[src/sv/tlcs_pkg.sv]
// Shared types and constants for the text line and character segmenter.
package tlcs_pkg;

  // Configuration register indexes.
  localparam logic REG_IMAGE_WIDTH  = 1'b0;
  localparam logic REG_IMAGE_HEIGHT = 1'b1;

  localparam int ROW_OUT_W   = 10;
  localparam int COL_OUT_W   = 7;
  localparam int END_OUT_W   = 8;
  localparam int INDEX_OUT_W = 6;
  localparam int HDR_WIDTH_W = 8;

  // Band header handed from the front end to the scanner with the column bitmap.
  typedef struct packed {
    logic [ROW_OUT_W-1:0]   top;
    logic [ROW_OUT_W-1:0]   bottom;
    logic [HDR_WIDTH_W-1:0] width;
  } band_hdr_t;

  // One character box as delivered on the result channel.
  typedef struct packed {
    logic [ROW_OUT_W-1:0]   top;
    logic [ROW_OUT_W-1:0]   bottom;
    logic [COL_OUT_W-1:0]   first_col;
    logic [END_OUT_W-1:0]   end_col;
    logic [INDEX_OUT_W-1:0] index;
    logic                   last;
  } box_t;

  typedef enum logic [1:0] {
    SCAN_IDLE,
    SCAN_RUN,
    SCAN_FLUSH
  } scan_state_t;

endpackage

[src/sv/tlcs_front.sv]
// Pixel front end: row and band tracking, column occupancy, band hand-off.
module tlcs_front
  import tlcs_pkg::*;
#(
  parameter int MAX_WIDTH  = 128,
  parameter int MAX_HEIGHT = 1024
) (
  input  logic                          clk,
  input  logic                          rst_n,
  input  logic                          cfg_valid,
  input  logic                          cfg_index,
  input  logic [10:0]                   cfg_data,
  input  logic                          in_valid,
  output logic                          in_ready,
  input  logic [7:0]                    in_red,
  input  logic [7:0]                    in_green,
  input  logic [7:0]                    in_blue,
  input  logic                          q_full,
  output logic                          q_push,
  output band_hdr_t                     q_hdr,
  output logic [MAX_WIDTH-1:0]          q_bits
);

  localparam int CW  = $clog2(MAX_WIDTH);
  localparam int WW  = $clog2(MAX_WIDTH + 1);
  localparam int RW  = $clog2(MAX_HEIGHT);
  localparam int HW  = $clog2(MAX_HEIGHT + 1);
  localparam int RXW = (RW > ROW_OUT_W) ? RW : ROW_OUT_W;
  localparam int HEIGHT_RST = (MAX_HEIGHT < 1024) ? MAX_HEIGHT : 1024;

  logic [WW-1:0]        width_r, width_nxt;
  logic [HW-1:0]        height_r, height_nxt;
  logic [CW-1:0]        col_r, col_nxt;
  logic [RW-1:0]        row_r, row_nxt;
  logic                 dark_r, dark_nxt;
  logic                 inband_r, inband_nxt;
  logic [RW-1:0]        start_r, start_nxt;
  logic [MAX_WIDTH-1:0] redz_r, redz_nxt;
  logic [MAX_WIDTH-1:0] occ_r, occ_nxt;

  logic                 fire;
  logic                 dark_cur;
  logic [MAX_WIDTH-1:0] redz_cur;
  logic                 row_end;
  logic                 frame_end;
  logic [RXW-1:0]       start_x;
  logic [RXW-1:0]       bottom_x;
  logic [7:0]           cfg_w8;
  logic [10:0]          cfg_h11;

  assign in_ready  = !q_full;
  assign fire      = in_valid && in_ready;
  assign dark_cur  = dark_r || ((in_red == 8'd0) && (in_green == 8'd0) && (in_blue == 8'd0));
  assign redz_cur  = redz_r | ((in_red == 8'd0) ? (MAX_WIDTH'(1) << col_r) : '0);
  assign row_end   = !((WW'(col_r) + WW'(1)) < width_r);
  assign frame_end = !((HW'(row_r) + HW'(1)) < height_r);

  // A band closes on the last pixel of the first row without a dark pixel.
  assign q_push    = fire && row_end && !dark_cur && inband_r;
  assign start_x   = RXW'(start_r);
  assign bottom_x  = RXW'(row_r) - RXW'(1);
  assign q_hdr.top    = start_x[ROW_OUT_W-1:0];
  assign q_hdr.bottom = bottom_x[ROW_OUT_W-1:0];
  assign q_hdr.width  = HDR_WIDTH_W'(width_r);
  assign q_bits       = occ_r;

  assign cfg_w8  = cfg_data[7:0];
  assign cfg_h11 = cfg_data[10:0];

  always_comb begin
    width_nxt  = width_r;
    height_nxt = height_r;
    if (cfg_valid) begin
      unique case (cfg_index)
        REG_IMAGE_WIDTH: begin
          if (cfg_w8 == 8'd0) begin
            width_nxt = WW'(1);
          end else if (int'(cfg_w8) > MAX_WIDTH) begin
            width_nxt = WW'(MAX_WIDTH);
          end else begin
            width_nxt = WW'(cfg_w8);
          end
        end
        REG_IMAGE_HEIGHT: begin
          if (cfg_h11 == 11'd0) begin
            height_nxt = HW'(1);
          end else if (int'(cfg_h11) > MAX_HEIGHT) begin
            height_nxt = HW'(MAX_HEIGHT);
          end else begin
            height_nxt = HW'(cfg_h11);
          end
        end
        default: begin
          width_nxt = width_r;
        end
      endcase
    end
  end

  always_comb begin
    col_nxt    = col_r;
    row_nxt    = row_r;
    dark_nxt   = dark_r;
    inband_nxt = inband_r;
    start_nxt  = start_r;
    redz_nxt   = redz_r;
    occ_nxt    = occ_r;
    if (fire) begin
      if (!row_end) begin
        col_nxt  = col_r + CW'(1);
        redz_nxt = redz_cur;
        dark_nxt = dark_cur;
      end else begin
        col_nxt  = '0;
        redz_nxt = '0;
        dark_nxt = 1'b0;
        if (dark_cur) begin
          if (!inband_r) begin
            inband_nxt = 1'b1;
            start_nxt  = row_r;
            occ_nxt    = redz_cur;
          end else begin
            occ_nxt = occ_r | redz_cur;
          end
        end else if (inband_r) begin
          inband_nxt = 1'b0;
        end
        if (!frame_end) begin
          row_nxt = row_r + RW'(1);
        end else begin
          // A band still open at frame end is dropped.
          row_nxt    = '0;
          inband_nxt = 1'b0;
        end
      end
    end
  end

  always_ff @(posedge clk) begin
    if (!rst_n) begin
      width_r  <= WW'(MAX_WIDTH);
      height_r <= HW'(HEIGHT_RST);
      col_r    <= '0;
      row_r    <= '0;
      dark_r   <= 1'b0;
      inband_r <= 1'b0;
      start_r  <= '0;
      redz_r   <= '0;
      occ_r    <= '0;
    end else begin
      width_r  <= width_nxt;
      height_r <= height_nxt;
      col_r    <= col_nxt;
      row_r    <= row_nxt;
      dark_r   <= dark_nxt;
      inband_r <= inband_nxt;
      start_r  <= start_nxt;
      redz_r   <= redz_nxt;
      occ_r    <= occ_nxt;
    end
  end

endmodule

[src/sv/tlcs_fifo.sv]
// Two-entry queue of closed bands between the front end and the scanner.
module tlcs_fifo #(
  parameter int DW = 8
) (
  input  logic          clk,
  input  logic          rst_n,
  input  logic          push,
  input  logic [DW-1:0] push_data,
  input  logic          pop,
  output logic [DW-1:0] pop_data,
  output logic          full,
  output logic          empty
);

  logic [DW-1:0] mem_r [2];
  logic          wr_ptr_r, wr_ptr_nxt;
  logic          rd_ptr_r, rd_ptr_nxt;
  logic [1:0]    count_r, count_nxt;
  logic          do_push;
  logic          do_pop;

  assign full     = (count_r == 2'd2);
  assign empty    = (count_r == 2'd0);
  assign do_push  = push && !full;
  assign do_pop   = pop && !empty;
  assign pop_data = mem_r[rd_ptr_r];

  always_comb begin
    wr_ptr_nxt = do_push ? !wr_ptr_r : wr_ptr_r;
    rd_ptr_nxt = do_pop ? !rd_ptr_r : rd_ptr_r;
    count_nxt  = count_r + 2'(do_push) - 2'(do_pop);
  end

  always_ff @(posedge clk) begin
    if (do_push) begin
      mem_r[wr_ptr_r] <= push_data;
    end
  end

  always_ff @(posedge clk) begin
    if (!rst_n) begin
      wr_ptr_r <= 1'b0;
      rd_ptr_r <= 1'b0;
      count_r  <= 2'd0;
    end else begin
      wr_ptr_r <= wr_ptr_nxt;
      rd_ptr_r <= rd_ptr_nxt;
      count_r  <= count_nxt;
    end
  end

endmodule

[src/sv/tlcs_back.sv]
// Band scanner: walks the column bitmap one column a cycle, stalling on a held output, and emits boxes.
module tlcs_back
  import tlcs_pkg::*;
#(
  parameter int MAX_WIDTH = 128
) (
  input  logic                 clk,
  input  logic                 rst_n,
  input  logic                 q_empty,
  output logic                 q_pop,
  input  band_hdr_t            q_hdr,
  input  logic [MAX_WIDTH-1:0] q_bits,
  output logic                 out_valid,
  input  logic                 out_ready,
  output box_t                 out_box
);

  scan_state_t          state_r, state_nxt;
  logic [MAX_WIDTH-1:0] bits_r, bits_nxt;
  logic [7:0]           x_r, x_nxt;
  logic [7:0]           width_r, width_nxt;
  logic [9:0]           top_r, top_nxt;
  logic [9:0]           bot_r, bot_nxt;
  logic                 open_r, open_nxt;
  logic [6:0]           start_r, start_nxt;
  logic [5:0]           cnt_r, cnt_nxt;
  logic                 pend_v_r, pend_v_nxt;
  logic [6:0]           pend_first_r, pend_first_nxt;
  logic [7:0]           pend_end_r, pend_end_nxt;
  logic [5:0]           pend_idx_r, pend_idx_nxt;
  logic                 out_v_r, out_v_nxt;
  box_t                 out_box_r, out_box_nxt;

  logic out_free;
  logic closing;
  logic step;
  logic last_col;

  assign out_free = !out_v_r || out_ready;
  // A blank column after a marked one closes a run.
  assign closing  = (state_r == SCAN_RUN) && !bits_r[0] && open_r;
  // A closing run displaces the pending box, which needs the output register.
  assign step     = (state_r == SCAN_RUN) && !(closing && pend_v_r && !out_free);
  assign last_col = (x_r + 8'd1) == width_r;
  assign q_pop    = (state_r == SCAN_IDLE) && !q_empty;

  assign out_valid = out_v_r;
  assign out_box   = out_box_r;

  always_comb begin
    state_nxt = state_r;
    unique case (state_r)
      SCAN_IDLE: begin
        if (!q_empty) begin
          state_nxt = SCAN_RUN;
        end
      end
      SCAN_RUN: begin
        if (step && last_col) begin
          state_nxt = SCAN_FLUSH;
        end
      end
      SCAN_FLUSH: begin
        if (!pend_v_r || out_free) begin
          state_nxt = SCAN_IDLE;
        end
      end
      default: begin
        state_nxt = SCAN_IDLE;
      end
    endcase
  end

  always_comb begin
    bits_nxt       = bits_r;
    x_nxt          = x_r;
    width_nxt      = width_r;
    top_nxt        = top_r;
    bot_nxt        = bot_r;
    open_nxt       = open_r;
    start_nxt      = start_r;
    cnt_nxt        = cnt_r;
    pend_v_nxt     = pend_v_r;
    pend_first_nxt = pend_first_r;
    pend_end_nxt   = pend_end_r;
    pend_idx_nxt   = pend_idx_r;
    out_v_nxt      = out_ready ? 1'b0 : out_v_r;
    out_box_nxt    = out_box_r;
    unique case (state_r)
      SCAN_IDLE: begin
        if (!q_empty) begin
          bits_nxt   = q_bits;
          width_nxt  = q_hdr.width;
          top_nxt    = q_hdr.top;
          bot_nxt    = q_hdr.bottom;
          x_nxt      = 8'd0;
          open_nxt   = 1'b0;
          cnt_nxt    = 6'd0;
          pend_v_nxt = 1'b0;
        end
      end
      SCAN_RUN: begin
        if (step) begin
          bits_nxt = bits_r >> 1;
          x_nxt    = x_r + 8'd1;
          if (bits_r[0]) begin
            if (!open_r) begin
              open_nxt  = 1'b1;
              start_nxt = x_r[6:0];
            end
          end else if (open_r) begin
            if (pend_v_r) begin
              out_v_nxt             = 1'b1;
              out_box_nxt.top       = top_r;
              out_box_nxt.bottom    = bot_r;
              out_box_nxt.first_col = pend_first_r;
              out_box_nxt.end_col   = pend_end_r;
              out_box_nxt.index     = pend_idx_r;
              out_box_nxt.last      = 1'b0;
            end
            pend_v_nxt     = 1'b1;
            pend_first_nxt = start_r;
            pend_end_nxt   = x_r + 8'd1;
            pend_idx_nxt   = cnt_r;
            cnt_nxt        = cnt_r + 6'd1;
            open_nxt       = 1'b0;
          end
        end
      end
      SCAN_FLUSH: begin
        if (pend_v_r && out_free) begin
          out_v_nxt             = 1'b1;
          out_box_nxt.top       = top_r;
          out_box_nxt.bottom    = bot_r;
          out_box_nxt.first_col = pend_first_r;
          out_box_nxt.end_col   = pend_end_r;
          out_box_nxt.index     = pend_idx_r;
          out_box_nxt.last      = 1'b1;
          pend_v_nxt            = 1'b0;
        end
      end
      default: begin
        pend_v_nxt = 1'b0;
      end
    endcase
  end

  always_ff @(posedge clk) begin
    bits_r       <= bits_nxt;
    x_r          <= x_nxt;
    width_r      <= width_nxt;
    top_r        <= top_nxt;
    bot_r        <= bot_nxt;
    open_r       <= open_nxt;
    start_r      <= start_nxt;
    cnt_r        <= cnt_nxt;
    pend_first_r <= pend_first_nxt;
    pend_end_r   <= pend_end_nxt;
    pend_idx_r   <= pend_idx_nxt;
    out_box_r    <= out_box_nxt;
  end

  always_ff @(posedge clk) begin
    if (!rst_n) begin
      state_r  <= SCAN_IDLE;
      pend_v_r <= 1'b0;
      out_v_r  <= 1'b0;
    end else begin
      state_r  <= state_nxt;
      pend_v_r <= pend_v_nxt;
      out_v_r  <= out_v_nxt;
    end
  end

endmodule

[src/sv/text_line_char_segmenter_core.sv]
// Top level of the text line and character segmenter.
//
// Pixels enter on the in_ stream in raster order, one transaction per pixel,
// red/green/blue packed in in_tdata. Rows of image_width pixels and frames of
// image_height rows are set through the cfg_ write channel (index 0 is the
// width, index 1 the height); write them only while the block is idle.
// Each character box leaves on the out_ stream as one transaction; out_tlast
// marks the last box of a band.
// Throughput: one pixel per cycle. in_tready drops only while two closed bands
// are queued ahead of the column scanner.
// The scanner picks a band up from the queue once it is idle, walks its columns
// in order and then flushes the pending box. A box is presented when the next
// run of its band closes; the last box of a band is presented from the flush
// step, once the output register is free.
// When the receiver stalls, the scanner halts as soon as a box has to move into
// the held output register, and the queue absorbs up to two further bands
// before the pixel input stalls.
// Reset (rst_n low, synchronous) clears row and column positions, band state,
// queue and output, and restores the full width and a height of MAX_HEIGHT, capped at 1024.
module text_line_char_segmenter_core
  import tlcs_pkg::*;
#(
  parameter int MAX_WIDTH  = 128,
  parameter int MAX_HEIGHT = 1024
) (
  input  logic        clk,
  input  logic        rst_n,
  input  logic        cfg_valid,
  output logic        cfg_ready,
  input  logic        cfg_index,
  input  logic [10:0] cfg_data,
  input  logic        in_tvalid,
  output logic        in_tready,
  input  logic [23:0] in_tdata,   // red[7:0], green[15:8], blue[23:16]
  output logic        out_tvalid,
  input  logic        out_tready,
  // band_top_row[9:0], band_bottom_row[19:10], first_column[26:20],
  // end_column[34:27], char_index[40:35], zero[47:41]
  output logic [47:0] out_tdata,
  output logic        out_tlast   // last_of_band
);

  localparam int QW = $bits(band_hdr_t) + MAX_WIDTH;

  logic                 q_push;
  logic                 q_pop;
  logic                 q_full;
  logic                 q_empty;
  band_hdr_t            push_hdr;
  logic [MAX_WIDTH-1:0] push_bits;
  logic [QW-1:0]        pop_data;
  band_hdr_t            pop_hdr;
  logic [MAX_WIDTH-1:0] pop_bits;
  box_t                 box;

  assign cfg_ready = 1'b1;

  tlcs_front #(
    .MAX_WIDTH  (MAX_WIDTH),
    .MAX_HEIGHT (MAX_HEIGHT)
  ) u_front (
    .clk       (clk),
    .rst_n     (rst_n),
    .cfg_valid (cfg_valid),
    .cfg_index (cfg_index),
    .cfg_data  (cfg_data),
    .in_valid  (in_tvalid),
    .in_ready  (in_tready),
    .in_red    (in_tdata[7:0]),
    .in_green  (in_tdata[15:8]),
    .in_blue   (in_tdata[23:16]),
    .q_full    (q_full),
    .q_push    (q_push),
    .q_hdr     (push_hdr),
    .q_bits    (push_bits)
  );

  tlcs_fifo #(
    .DW (QW)
  ) u_fifo (
    .clk       (clk),
    .rst_n     (rst_n),
    .push      (q_push),
    .push_data ({push_hdr, push_bits}),
    .pop       (q_pop),
    .pop_data  (pop_data),
    .full      (q_full),
    .empty     (q_empty)
  );

  assign pop_hdr  = pop_data[QW-1:MAX_WIDTH];
  assign pop_bits = pop_data[MAX_WIDTH-1:0];

  tlcs_back #(
    .MAX_WIDTH (MAX_WIDTH)
  ) u_back (
    .clk       (clk),
    .rst_n     (rst_n),
    .q_empty   (q_empty),
    .q_pop     (q_pop),
    .q_hdr     (pop_hdr),
    .q_bits    (pop_bits),
    .out_valid (out_tvalid),
    .out_ready (out_tready),
    .out_box   (box)
  );

  assign out_tdata = {7'd0, box.index, box.end_col, box.first_col, box.bottom, box.top};
  assign out_tlast = box.last;

endmodule
[config.mk]
export PLATFORM = sky130hd
export DESIGN_NAME = text_line_char_segmenter_core
export DESIGN_NICKNAME = d
export VERILOG_FILES = /design/src/sv/tlcs_pkg.sv /design/src/sv/tlcs_front.sv /design/src/sv/tlcs_fifo.sv /design/src/sv/tlcs_back.sv /design/src/sv/text_line_char_segmenter_core.sv
export SDC_FILE = /design/constraint.sdc
export NUM_CORES = 1
export LEC_CHECK = 0
export BUFFER_PORTS_ARGS = -buffer_cell sky130_fd_sc_hd__buf_2
export CORE_MARGIN = 2
export CORE_UTILIZATION = 56
export CTS_CLUSTER_DIAMETER = 200
export DETAILED_ROUTE_END_ITERATION = 16
export PLACE_DENSITY = 0.73
export SETUP_SLACK_MARGIN = 0.05
export SLEW_MARGIN = 20
export SYNTH_ARGS = -nofsm -noshare
export SYNTH_HDL_FRONTEND = slang
export SYNTH_SLANG_ARGS = --single-unit
export TNS_END_PERCENT = 50
[constraint.sdc]
create_clock -name clk -period 11.2 [get_ports clk]
set_input_delay 0 -clock clk [delete_from_list [all_inputs] [get_ports clk]]
set_output_delay 0 -clock clk [all_outputs]
set_load 0.05 [all_outputs]
# After elaboration in Yosys (flattened, before gate mapping)
# Memory sizes are Yosys's and may differ from the RTL's. A register that Yosys moved wholly into a read port is not among the register bits.
# Index checks and enable logic that the tools add are counted.
totals:
  inputBits: 41
  ram_bits: 312
  n_memories: 1
  out_inout_bits: 52
  regBits: 553
  elab_cells: 172
memory_table:
  columns: ["name", "words", "width", "read_ports", "rd_clocked_by_memory_dff", "write_ports", "line", "text"]
  rows:
  - ["u_fifo.mem_r", 2, 156, 1, 1, 1, "tlcs_fifo.sv:15", "logic [DW-1:0] mem_r [2];"]
op_classes:
  shift: 1
  muxes: 53
  n_bitwise: 8
  magnitude_cmp: 4
  add_sub_neg: 9
  n_reduce_logical: 52
  n_eq_ne: 12
op_table:
  columns: ["op", "n"]
  rows:
  - ["$mux 128", 5]
  - ["$or 128x128->128", 2]
  - ["$pmux 128 s2", 1]
  - ["$mux 42", 5]
  - ["$shl 1x7->128 const A", 1]
  - ["$pmux 42 s2", 1]
  - ["$logic_not 8->1", 4]
  - ["$mux 8", 4]
  - ["$mux 6", 4]
  - ["$mux 11", 2]
  - ["$mux 1", 20]
  - ["$logic_and 1x1->1", 16]
  - ["$pmux 8 s2", 1]
  - ["$pmux 6 s2", 1]
  - ["$reduce_and 4->1", 3]
  - ["$add 10x1->11 const B", 1]
  - ["$gt 11x11->1 const B", 1]
  - ["$logic_not 1->1", 11]
  - ["$logic_not 11->1", 1]
  - ["$lt 11x11->1", 1]
  - ["$add 10x1->10 const B", 1]
  - ["$mux 10", 1]
  - ["$ne 2x1->1 const B", 5]
  - ["$reduce_and 5->1", 2]
  - ["25 further kinds", 45]

# Longest topological paths before layout
depth:
  depth_word: 10
  depth_mapped: 15
  ltp_nobuf: 13

# By module
# A second synthesis with hierarchy kept.
unflattened:
  hier_cells: 2301
  hier_area_um2: 32954.1
by_module_without_submodules:
  columns: ["mod", "cells_each", "area_each_um2", "seq_area_each_um2", "instances"]
  rows:
  - ["tlcs_front", 1267, 11687.5, 6085.8, 1]
  - ["tlcs_fifo", 512, 11544.8, 9469.1, 1]
  - ["tlcs_back", 512, 9654.3, 7317.0, 1]
  - ["text_line_char_segmenter_core", 10, 67.6, 0.0, 1]

# Worst setup path before layout
# Ideal clock, no wire load.
synth_timing:
  kind: "register -> register"
  startpoint: "register u_front.col_r[4]"
  endpoint: "memory u_fifo.mem_r[0][0] (netlist bit), enable pin"
  path_stages_with_launch: 12
  arrival_time_ns: 9.294
  path_slack_ns: 1.214
  period_less_slack_ns: 9.986
  setup_time_ns: 0.693
  required_time_ns: 10.507
  n_path_buf: 2
  path_cell_list: "dfxtp_1 clkbuf_1 nand2_1 nor2_1 xnor2_1 ha_1 a21o_1 a211o_1 o211a_1 clkbuf_1 and3_1 nor2b_1"
synth_via:
  elab_chain_len: 9
synth_lines:
  columns: ["item", "line", "text"]
  rows:
  - ["start, declared", "tlcs_front.sv:33", "logic [CW-1:0] col_r, col_nxt;"]
  - ["start signal, assigned", "tlcs_front.sv:153", "col_r <= col_nxt;"]
  - ["$add 7x1->8", "tlcs_front.sv:55", "assign row_end = !((WW'(col_r) + WW'(1)) < width_r);"]
  - ["$lt 8x8->1", "tlcs_front.sv:55", null]
  - ["$logic_not 1->1", "tlcs_front.sv:55", null]
  - ["$logic_and 1x1->1 (3 in series)", "tlcs_front.sv:59", "assign q_push = fire && row_end && !dark_cur && inband_r;"]
  - ["$logic_and 1x1->1", "tlcs_fifo.sv:24", "assign do_push = push && !full;"]
  - ["$mux 1", "tlcs_fifo.sv:35", "if (do_push) begin"]
  - ["$mux 1 (not written as such)", "tlcs_fifo.sv:36", "mem_r[wr_ptr_r] <= push_data;"]
  - ["end, declared", "tlcs_fifo.sv:15", null]
# No other way between the ends.

# Worst setup path after layout
layout_timing:
  startpoint: "register u_front.col_r[5]"
  endpoint: "register u_front.occ_r[64] (netlist: u_front.q_bits[64])"
layout_via:
  elab_chain_len: 5
  word_cells_on_any_way: 9
  cone_classes: "add/sub: 1; order compare: 1; shift: 1; mux: 2; bitwise: 3; reduce/logical: 1"
layout_lines:
  columns: ["item", "line", "text"]
  rows:
  - ["branches (longest 5 deep; another with $add 7x1->8)", null, null]
  - ["end signal, assigned", "tlcs_front.sv:159", "occ_r <= occ_nxt;"]
  - ["end, declared", "tlcs_front.sv:39", "logic [MAX_WIDTH-1:0] occ_r, occ_nxt;"]
# Several ways; the timed one is not identified.
# A chain may end at the register's enable or synchronous reset.

==> summary by stage <==
Run status
The flow ran to the end, and the final reports show no timing, DRC or antenna violations.

Clock network
The post-CTS setup buffer count is 0. After clock tree synthesis, the clock-pin slew on the worst setup and hold paths is roughly 60 ps. TritonCTS built the clock tree. The sink count of the clock tree is about 870. The worst-skew pair later-pin latency is between 600 and 700 ps. The root buffer cell chosen for the clock tree is clkbuf_16. The H-tree was split into 3 levels. Counting the buffers created by CTS gives 85. The number of buffers on the longest clock path is 3.

Cells and area
The relative area change from synthesis to final layout is 12.3%. The repair_antennas step left the layout with diodes totalling 0. The fraction of layout cells with a size suffix above 1 is a little under an eighth. The end-of-flow core utilization is between 60 and 70%. The number of nets at the end of the flow is 2580. Once layout is complete, the cells apart from fillers number 3343.

Detailed routing
After detailed routing, the average wire length per cell comes to 20.6 um. In the routed layout, each cell is associated on average with a via count of around 5.8. The aggregate routed wire length is 68700 um. The number of design-rule violations left by the first detailed-router iteration is around 1900. The number of optimization iterations in the first detailed-route pass is 6.

The residual DRC count is 0. In this run the remaining antenna-violating nets after routing total 0. The total number of vias is just under 20000.

Synth
After technology mapping, the gate count stands at about 2400. edfxtp_1 is the most common cell in the netlist. The number of warnings issued by yosys is 0.

The commonest cells after synthesis are edfxtp_1, dfxtp_1, a21oi_1. Yosys mapped a number of flops with a built-in enable equal to 553. The most common flop cell mapped by yosys is edfxtp_1. The post-synth design cell area is roughly 0.032 mm^2. The average size of a mapped cell is about 13 um^2. The synthesis-stage register bit count is around 870. For this run, the register share of the synthesized area comes to between 70% and 80%. After synthesis, the share of flip-flops with an asynchronous set or reset is 0%.

The fraction of synthesized cell area taken by the top area cell type is between 50% and 60%. edfxtp_1 takes more of the synthesized area than any other cell. In the post-synthesis netlist, the biggest area contributors are edfxtp_1, dfxtp_1, a21oi_1. The number of different library cells in the post-synthesis netlist is 64.

Worst setup path
Among all stages on the critical path, the largest delay is contributed by buf_4. The peak fanout along the critical path is between 80 and 90. The kind of cell with the highest combined delay on the critical path is compound AO/OA/AOI/OAI gates. The required time of the worst setup path is 11760 ps. The number of buffer and inverter instances along the worst setup path is 2. At the worst endpoint, the arrival time is 5170 ps. The signal on the critical path passes through nand2_1 -> nor2_1 -> xnor2_1 -> ha_1 -> a21o_1 -> a211o_1 -> o211ai_4 -> nor3_4 -> nor2_4 -> buf_4 -> buf_4 -> o2bb2ai_1. Among the stages of the critical path, the cell type that occurs most often is buf_4. The worst setup path is captured at a flop. The delay of the slowest cell on the worst path is just over 800 ps. STA classifies the critical path startpoint as a flop. The worst setup path is of the flop to flop kind.

Floorplan
The total core area is between 0.05 and 0.06 mm^2. The die is about 240 um tall. In this run the horizontal extent of the chip is approximately 240 um. The cell row count is between 80 and 90. The initial standard-cell utilization of the core is between 50% and 60%. The die covers 0.0598 mm^2. The top-level port count is 93.

Power
The net switching power figure is 0.00135 W. In this run, the clock network consumes ~45% of the power. Across the VDD grid, the largest voltage drop is 130 uV. Of the total power, the share spent switching nets is between 20 and 25%. In this run the power density over the cells is about 180 mW/mm^2. The leakage component of the power is between 10 and 15 nW. The internal power consumption is between 0.005 and 0.006 W.

Combinational logic is responsible for about 3% of the overall power. The sequential share of power is between 50% and 60%.

STA
Setup repair after global routing left no endpoint under its margin. The worst pin sits at a relative slew slack of approximately 25%. The worst setup margin is about 6600 ps. The fmax is 217 MHz. Dividing the final minimum period by the clock period gives between 40% and 50%.

The count of final hold-check violations is 0. Clock skew on the completed layout was measured at between 20 and 25 ps. Counting I/O delays and the setup requirement, the final critical path takes between 4000 and 5000 ps. The worst-margin pin slew is about 1100 ps. The count of endpoints failing setup in the final report is 0. The total count of max-transition violations in the final report is 0.

The setup TNS after final layout is 0 ps. Hold is met by ~36 ps.

Placed design
The HPWL after detailed placement is slightly above 40000 um. The post-placement worst setup slack is approximately 6700 ps. At the end of routability-driven placement, the weighted congestion stood at a little under 0.9.

The count of buffers inserted at the top-level ports is 84. The number of cells after detailed placement is 3159.

GRT
After global routing the overflow that remains totals 0. The wire length of the first global-routing pass is 107000 um. Global routing consumed, on the met1 layer, a little under a third of the routing resources. The global routing stage identified its most utilized layer as met2. The initial antenna violation count is 1. Global routing consumed, over all layers together, a little under a quarter of the routing resources. The number of global-route vias before repair is roughly 19000. Entering global routing, the biggest net connects roughly 130 pins.

The global routing met2 resource utilization is between 30 and 40%. In the global route stage, met3 resource usage came out at between 3 and 4%.

Job
The number of max-cap violations is 0.

Min path
In this run the worst hold path is classified as input port to flop.
## worst reg2reg max path, delay by kind of cell, from the launching register on
family | cells | cell delay, ps
buffers and inverters | 2 | 1260
and+or+nand+nor | 4 | 780
adders and majority gates | 1 | 270
DFF | 1 | 660
xor gates and xnor gates | 1 | 150
AOI/OAI and AO/OA | 4 | 1420
## per-layer routing
layer  up-vias  wire length (um)
li1       9017                 -
met1      9596             30000
met2       667             32500
met3       150              4180
met4         2              2130
met5         -                13
## worst paths after layout
| kind | startpoint | end | slack [ps] | cells past startpoint |
|---|---|---|---|---|
| max | u_front.col_r[5] | u_front.q_bits[64] | 6580 | 12 |
| min | cfg_index | u_front.height_r[1] | 40 | 4 |
| max reg2reg | u_front.col_r[5] | u_front.q_bits[64] | 6580 | 12 |
| min reg2reg | u_back.start_r[5] | u_back.pend_first_r[5] | 410 | 0 |
## logic make-up (layout without fill, tap and decap cells)
family | count (synthesis) | in the layout | synth area share [%]
adders and majority gates | 34 | 34 | 1.30
DFF | 866 | 866 | 70.6
and+or+nand+nor | 540 | 540 | 7.77
muxes | 156 | 156 | 4.93
other | 2 | 8 | 0.0232
xor gates and xnor gates | 45 | 45 | 1.39
buffers and inverters | 207 | 333 | 2.97
AOI/OAI and AO/OA | 596 | 596 | 11.0
## cell usage in the layout, fill, tap and decap left out, drive strengths merged, types with 5 or more instances in the layout
cell type / n
a21oi: 287
nor2: 196
edfxtp: 553
buf: 112
nor3b: 12
nand2: 174
mux2i: 128
and2: 31
xnor2: 25
conb: 8
xor2: 16
bufinv: 7
clkinv: 24
nor2b: 26
nor3: 22
o21ai: 149
ha: 33
nand2b: 8
nand3: 27
and3: 12
mux2: 28
clkbuf: 123
nor4: 7
dlygate4sd3: 25
a31oi: 6
nand4: 5
dfxtp: 313
a22oi: 6
inv: 40
o2bb2ai: 128
## stage by stage
stage	cell area (um^2)	total power [W]
4_1_cts	36400	0.00653
3_5_place_dp	33300	0.00366
6_report	36400	0.00649
2_1_floorplan	32400	0.00362
5_1_grt	36400	0.00668
3_3_place_gp	33300	0.00366
## sequential cells by signal, summed over array words and instances, names as in the netlist, 6 cells and up, named ones only
register / cells
u_back.bits_r: 128
u_front.height_r: 11
u_back.bot_r: 10
u_back.pend_first_r: 7
u_back.pend_idx_r: 6
u_front.col_r: 7
u_back.width_r: 8
u_back.pend_end_r: 8
u_front.q_bits: 128
u_back.cnt_r: 6
u_fifo.mem_r: 312
u_front.redz_r: 128
u_back.start_r: 7
u_back.out_box: 42
u_back.top_r: 10
u_back.x_r: 8
u_front.row_r: 10
u_front.width_r: 8
u_front.start_r: 10
## power by group through the flow
stage          Combinational [W]  Clock, W  Sequential [W]
6_report                0.000195   0.00289         0.00341
5_1_grt                 0.000213   0.00306         0.00341
4_1_cts                 0.000195   0.00293         0.00341
3_5_place_dp            0.000188         0         0.00348
3_3_place_gp            0.000184         0         0.00347
2_1_floorplan           0.000134         0         0.00348
## layout make-up
type | count | area [um^2]
inverters | 37 | 139
well taps | 765 | 957
repair buffers | 137 | 906
clock inverters | 36 | 428
fillers | 4253 | 21100
multi-input cells | 1379 | 8650
clock buffers | 123 | 2440
flip-flops and latches | 866 | 22900
## timing repair
| item | 4_1_cts | 5_1_grt |
|---|---|---|
| endpoints found under the hold margin | 33 | 0 |
| resized for setup | 0 | 0 |
| hold buffers | 25 | 0 |
| setup endpoints to repair | 0 | 0 |
Note: power is estimated with default switching activity, not from simulation.
